### src/hdl/oht_pkg.sv
`timescale 1ns / 1ps
package oht_pkg;

  localparam int LEVELS = 256;
  localparam int PIX_W  = 8;

  typedef enum logic [3:0] {
    ST_INIT,
    ST_ACCUM,
    ST_DRAIN,
    ST_START,
    ST_RD,
    ST_ACC,
    ST_CHK,
    ST_MUL_GO,
    ST_MUL_WAIT,
    ST_CMP,
    ST_NEXT,
    ST_CLR_TOP,
    ST_DONE
  } state_t;

  // Order of the products taken for one sweep point
  typedef enum logic [2:0] {
    OP_P,
    OP_Q,
    OP_D,
    OP_DEN,
    OP_L,
    OP_R
  } mul_op_t;

  typedef struct packed {
    logic    init_clear;
    logic    accept;
    logic    sweep_start;
    logic    sweep_rd;
    logic    sweep_acc;
    logic    mul_start;
    logic    mul_store;
    logic    cmp_upd;
    logic    t_next;
    logic    clr_top;
    mul_op_t mul_op;
  } cmd_t;

  typedef struct packed {
    logic init_done;
    logic skip;
    logic mul_done;
    logic t_last;
  } sts_t;

endpackage

### src/hdl/oht_ctrl.sv
`timescale 1ns / 1ps
module oht_ctrl (
  input  logic          clk,
  input  logic          rst,
  input  logic          in_valid,
  input  logic          last,
  output logic          in_stall,
  output logic          out_valid,
  input  logic          out_stall,
  output oht_pkg::cmd_t cmd,
  input  oht_pkg::sts_t sts
);

  oht_pkg::state_t  state, state_next;
  oht_pkg::mul_op_t op, op_next;

  always_ff @(posedge clk) begin
    if (rst) begin
      state <= oht_pkg::ST_INIT;
      op    <= oht_pkg::OP_P;
    end else begin
      state <= state_next;
      op    <= op_next;
    end
  end

  always_comb begin
    state_next = state;
    op_next    = op;
    case (state)
      oht_pkg::ST_INIT: begin
        if (sts.init_done) begin
          state_next = oht_pkg::ST_ACCUM;
        end
      end
      oht_pkg::ST_ACCUM: begin
        if (in_valid && last) begin
          state_next = oht_pkg::ST_DRAIN;
        end
      end
      oht_pkg::ST_DRAIN:   state_next = oht_pkg::ST_START;
      oht_pkg::ST_START:   state_next = oht_pkg::ST_RD;
      oht_pkg::ST_RD:      state_next = oht_pkg::ST_ACC;
      oht_pkg::ST_ACC:     state_next = oht_pkg::ST_CHK;
      oht_pkg::ST_CHK: begin
        op_next = oht_pkg::OP_P;
        state_next = sts.skip ? oht_pkg::ST_NEXT : oht_pkg::ST_MUL_GO;
      end
      oht_pkg::ST_MUL_GO:  state_next = oht_pkg::ST_MUL_WAIT;
      oht_pkg::ST_MUL_WAIT: begin
        if (sts.mul_done) begin
          case (op)
            oht_pkg::OP_P:   op_next = oht_pkg::OP_Q;
            oht_pkg::OP_Q:   op_next = oht_pkg::OP_D;
            oht_pkg::OP_D:   op_next = oht_pkg::OP_DEN;
            oht_pkg::OP_DEN: op_next = oht_pkg::OP_L;
            oht_pkg::OP_L:   op_next = oht_pkg::OP_R;
            default:         op_next = oht_pkg::OP_P;
          endcase
          state_next = (op == oht_pkg::OP_R) ? oht_pkg::ST_CMP : oht_pkg::ST_MUL_GO;
        end
      end
      oht_pkg::ST_CMP:     state_next = oht_pkg::ST_NEXT;
      oht_pkg::ST_NEXT: begin
        state_next = sts.t_last ? oht_pkg::ST_CLR_TOP : oht_pkg::ST_RD;
      end
      oht_pkg::ST_CLR_TOP: state_next = oht_pkg::ST_DONE;
      oht_pkg::ST_DONE: begin
        if (!out_stall) begin
          state_next = oht_pkg::ST_ACCUM;
        end
      end
      default:             state_next = oht_pkg::ST_INIT;
    endcase
  end

  always_comb begin
    cmd        = '0;
    cmd.mul_op = op;
    in_stall   = (state != oht_pkg::ST_ACCUM);
    out_valid  = (state == oht_pkg::ST_DONE);
    case (state)
      oht_pkg::ST_INIT:     cmd.init_clear  = 1'b1;
      oht_pkg::ST_ACCUM:    cmd.accept      = in_valid;
      oht_pkg::ST_START:    cmd.sweep_start = 1'b1;
      oht_pkg::ST_RD:       cmd.sweep_rd    = 1'b1;
      oht_pkg::ST_ACC:      cmd.sweep_acc   = 1'b1;
      oht_pkg::ST_MUL_GO:   cmd.mul_start   = 1'b1;
      oht_pkg::ST_MUL_WAIT: cmd.mul_store   = sts.mul_done;
      oht_pkg::ST_CMP:      cmd.cmp_upd     = 1'b1;
      oht_pkg::ST_NEXT:     cmd.t_next      = 1'b1;
      oht_pkg::ST_CLR_TOP:  cmd.clr_top     = 1'b1;
      default: begin
      end
    endcase
  end

endmodule

### config.mk
export PLATFORM = sky130hd
export DESIGN_NAME = oht_ctrl
export DESIGN_NICKNAME = d
export VERILOG_FILES = /design/src/hdl/oht_pkg.sv /design/src/hdl/oht_ctrl.sv
export SDC_FILE = /design/constraint.sdc
export NUM_CORES = 1
export LEC_CHECK = 0
export ABC_AREA = 1
export BUFFER_PORTS_ARGS = -buffer_cell sky130_fd_sc_hd__buf_2
export CORE_MARGIN = 2
export CORE_UTILIZATION = 30
export CTS_CLUSTER_DIAMETER = 60
export DETAILED_ROUTE_END_ITERATION = 10
export PLACE_DENSITY = 0.64
export SLEW_MARGIN = 20
export SYNTH_ARGS = -nofsm -noshare
export SYNTH_HDL_FRONTEND = slang
export SYNTH_SLANG_ARGS = --single-unit
### constraint.sdc
create_clock -name clk -period 1.5 [get_ports clk]
set_clock_uncertainty 0.2 [all_clocks]
set_input_delay 0.225 -clock clk [delete_from_list [all_inputs] [get_ports clk]]
set_output_delay 0.225 -clock clk [all_outputs]
set_load 0.02 [all_outputs]
==> run summary, run 1 <==
First-pass GRT wire length: 2790 um
Sequential share of power: 0.301
Worst endpoint required time: 1.07 ns
WL per Instance: 11.6 um
N_diodes: 0
Hold Vio Cnt, Final: 0
Max FO, Critical Path: 4
Max_cap viols: 0
Most frequent cells in the layout: nand2_1 (19), buf_6 (16), buf_2 (11)
H-tree Lvls: 1
PortBufs: 23
Die X: 48.1 um
Logic pwr share: 0.466
DR vias: 768
Total Routing Usage GR: 0.172
Failing checks: negative setup slack
Setup ws final: -0.108 ns
Filler cells: 167
Detailed-route vias per instance: 4.63
Share of cells above drive strength 1: 0.574
Final min period: 1.61 ns
Initial Utilization: 0.328
Initial antenna violation count: 0
Initial DRC count: 8
Synth Cell Area: 584 um2
Root Buffer: clkbuf_4
Drt first pass iters: 4
Aggregate global routing overflow: 0
Yosys cell types: 19
Die area: 2320 um2
Skew-Pair Late Insertion Delay: 0.26 ns
VDD IR-drop max: 0.000397 V
Final number of setup-violating endpoints: 13
Post-synth ARST share: 0
Total I/O pin count: 24
Rows: 15
Antenna Violating Nets Remaining: 0
Worst Hold Depth: 3
Largest net degree at the start of global routing: 7
Worst setup EP type: output port
Pint: 0.000461 W
Reg2reg path depth: 9
Core ar.: 1780 um2
CTS tree: done
Crit Path Category: reg2out
Sum Neg Setup Slack: -0.680 ns
Ys flop type: dfxtp_1
PD cells: 696 nW/um2
Switching Share: 0.400
Final Power: 0.000769 W
Post-Route WL: 1920 um
Post-route cell area: 1100 um2
Syn nets: 109
Non-filler cells, final: 166
Placed insts: 154
Outcome: finished with violations
Seq cells post-synth: 7
Post-route DRC: 0
Pins Over Slew Limit: 0
Post-route clock period utilization: 1.07
Leak: 0.544 nW
Crit path arrival time: 1.18 ns
TritonCTS sink count: 7
Clock Path Buffers: 2
Post-synth EDFFs: 0
Post-Syn Area per Cell: 5.84 um2
Synth Instances: 100
DP Area: 776 um2
Hold WC Path Type: in2reg
CP Launch Type: flip-flop
Net load switching power: 0.000307 W
Layout area overhead: 89.1%
Placer Congestion: 0.894
Post-DP HPWL: 1320 um
Commonest non-fill, non-tap cell in the layout: nand2_1
Achievable clock frequency: 0.622 GHz
Hold Slack: 0.0901 ns
Clock power frac: 0.233
Die height: 48.1 um
Clk pin slew, worst setup/hold paths: 0.06 ns
Vias in the first global route: 681
Least-Margin Pin Slew: 0.213 ns
Seq/Total Area, Yosys: 0.240
Post-layout nets: 151
CTS buffer count: 3
Synth warn: 0
Slew headroom: 0.857
RSZ-0062 raised after global routing: yes
-- final cells by class --
type,instances,area (um2),share of cell area
sequential,7,155,0.140
multi-input combinational,75,494,0.447
tap,25,31.3,0.0283
timing repair buffer,37,313,0.283
inverter,18,85.1,0.0770
clock buffer,4,26.3,0.0238
-- stage by stage --
step / utilization / setup slack, ns
after detailed placement: 0.435 / -0.0707
after global placement: 0.435 / -0.0382
after floorplan: - / 0.00907
final: 0.620 / -0.108
after CTS: 0.537 / -0.115
after global routing: 0.620 / -0.149
-- per-layer routing --
metal | GRT usage | wire length [um] | vias up
met4 | 0.0162 | 0 | 0
met2 | 0.336 | 1110 | 19
met5 | 0 | 0 | -
li1 | - | - | 398
met3 | 0.0556 | 80 | 0
met1 | 0.185 | 732 | 351
-- what timing repair did --
item | CTS | global route
gates resized for setup | 37 | 44
setup buffers | 6 | 1
endpoints found under the hold margin | 4 | 0
hold buffers | 1 | 0
pin swaps | 8 | 9
setup endpoints to repair | 15 | 19
-- critical path, stage by stage, from the launching register on --
cell and delay [ns]:
dfxtp_4 0.39, inv_6 0.05, nor2_4 0.18, nand2_4 0.10, nor2_4 0.09, buf_6 0.12
-- power groups by stage --
| stage | clock network, W | logic [W] | registers (W) |
|---|---|---|---|
| floorplan | 0 | 0.000145 | 0.000214 |
| global placement | 0 | 0.000222 | 0.000216 |
| detailed placement | 0 | 0.000225 | 0.000216 |
| CTS | 0.000181 | 0.000274 | 0.000213 |
| global route | 0.000192 | 0.000387 | 0.000234 |
| finish | 0.000179 | 0.000358 | 0.000231 |
-- sequential cells by signal (all words and copies together), names as in the netlist --
| signal | count |
|---|---|
| op | 3 |
| state | 4 |
-- cells in the mapped netlist (3+ instances only) --
master / count / area share
a21oi_1: 5 / 0.043
dfxtp_1: 7 / 0.24
inv_1: 14 / 0.090
inv_2: 4 / 0.026
nand2_1: 27 / 0.17
nand3_1: 6 / 0.051
nor2_1: 14 / 0.090
nor2_2: 3 / 0.032
nor3_1: 3 / 0.026
o21ai_0: 4 / 0.034
-- cells by family (layout without fill, tap and decap cells) --
kind of cell / count (synthesis) / count (layout) / share of synthesized area
DFF: 7 / 7 / 0.240
buffers and inverters: 18 / 59 / 0.116
AOI/OAI and AO/OA: 14 / 14 / 0.156
and+or+nand+nor: 61 / 61 / 0.488
-- path summary, 6_finish.rpt --
kind	startpoint	endpoint	slack, ns
worst min register to register	op[2]$_SDFFE_PP0P_	op[2]$_SDFFE_PP0P_	0.32
worst min-delay path	out_stall	state[2]$_SDFFE_PP0P_	0.09
worst max register to register	state[3]$_SDFFE_PP0P_	op[1]$_SDFFE_PP0P_	-0.03
worst max-delay path	state[3]$_SDFFE_PP0P_	cmd[6]	-0.11
Note: power is estimated with default switching activity, not from simulation.
==> inputs of run 2 (changes only) <==
- CORE_UTILIZATION: 30 -> 40
- PLACE_DENSITY: 0.64 -> 0.76
- clock period: 1.5 -> 1.85 ns (I/O delays scaled with it)
==> run summary, run 2 (synthesis gave the netlist of run 1 again) <==
Initial antenna violation count: 0
Worst Hold Depth: 2
VDD IR-drop max: 0.000394 V
Initial DRC count: 11
Total I/O pin count: 24
Clk pin slew, worst setup/hold paths: 0.05 ns
Reg2reg path depth: 9
Post-route clock period utilization: 0.951
Post-layout nets: 137
Clock Path Buffers: 2
Hold WC Path Type: in2reg
Leak: 0.424 nW
Crit Path Category: reg2out
PD cells: 632 nW/um2
Post-Route WL: 1470 um
Slew headroom: 0.809
Hold Vio Cnt, Final: 0
Achievable clock frequency: 0.568 GHz
Crit path arrival time: 1.28 ns
Pins Over Slew Limit: 0
Post_cts resized: 0
Final min period: 1.76 ns
Skew-Pair Late Insertion Delay: 0.25 ns
N_diodes: 0
Commonest non-fill, non-tap cell in the layout: nand2_1
PortBufs: 23
Aggregate global routing overflow: 0
Filler cells: 138
TritonCTS sink count: 7
Root Buffer: clkbuf_4
Largest register FFs: 4
First-pass GRT wire length: 2610 um
Final Power: 0.000471 W
Die X: 42.2 um
Non-filler cells, final: 142
CP max stage delay: 0.37 ns
Placed insts: 138
Detailed-route vias per instance: 4.89
Drt first pass iters: 4
RSZ-0062 raised after global routing: no
Max stage delay cell, worst path: dfxtp_1
Post-DP HPWL: 1230 um
Worst setup EP type: output port
Outcome: complete, no violations
Sum Neg Setup Slack: 0 ns
Rows: 13
Total Routing Usage GR: 0.189
Core ar.: 1330 um2
Top flop regs: state: 4 flops, op: 3 flops
WL per Instance: 10.3 um
Placer Congestion: 0.964
Largest net degree at the start of global routing: 7
Die height: 42.2 um
Share of cells above drive strength 1: 0.323
CP most frequent cell: nor2_1
CP Cell Sequence: inv_2 > nand2_1 > nor2_1 > inv_1 > nor2_1 > buf_2
Vias in the first global route: 675
Final Core Density: 0.559
CTS buffer count: 3
DR vias: 695
CTS tree: done
Setup repair bufs after CTS: 0
Most flop-heavy register: state
Antenna Violating Nets Remaining: 0
Initial Utilization: 0.438
CP Launch Type: flip-flop
Layout area overhead: 27.6%
Die area: 1780 um2
Post-route DRC: 0
# hold bufs at CTS: 0
Least-Margin Pin Slew: 0.283 ns
Max_cap viols: 0
Worst endpoint required time: 1.37 ns
Final number of setup-violating endpoints: 0
H-tree Lvls: 1
Most frequent cells in the layout: nand2_1 (27), buf_2 (23), inv_1 (14), nor2_1 (14)
Max FO, Critical Path: 5
==> run 2: layout make-up <==
cell class,instances,area [um2],share of cell area
multi-input cells,75,377,0.505
flip-flops and latches,7,141,0.190
repair buffers,23,115,0.154
inverters,18,67.6,0.0906
clock buffers,4,26.3,0.0352
well taps,15,18.8,0.0252
==> run 2: path summary, 6_finish.rpt <==
path | from | end | slack [ns]
setup / recovery | state[2]$_SDFFE_PP0P_ | cmd[11] | 0.09
hold / removal | rst | state[0]$_SDFFE_PP0P_ | 0.06
setup reg to reg | state[1]$_SDFFE_PP0P_ | op[1]$_SDFFE_PP0P_ | 0.28
hold reg to reg | op[2]$_SDFFE_PP0P_ | op[2]$_SDFFE_PP0P_ | 0.31
==> run 2: stage by stage <==
step	cell area [um2]	setup slack (ns)	hold WS [ns]
detailed placement	718	0.268	0.308
floorplan	584	0.307	0.147
CTS	744	0.0731	0.0554
global placement	718	0.281	0.303
global route	746	0.000247	0.0738
finish	746	0.0902	0.0647
==> run 2: worst max-delay path: cells and delay by family, from the launching register on <==
kind	cells	cell delay (ns)
flops	1	0.37
simple gates	3	0.30
buf+inv	3	0.36
==> run 2: metal layers <==
layer	track usage	wire length (um)
met1	0.233	695
met2	0.295	679
met3	0.0431	77
met4	0.113	14
met5	0	0
==> run 2: where the power goes <==
group	switching [W]	internal, W
logic	0.000109	0.0000542
registers	0.0000119	0.000160
clock network	0.0000538	0.0000821
total	0.000175	0.000297
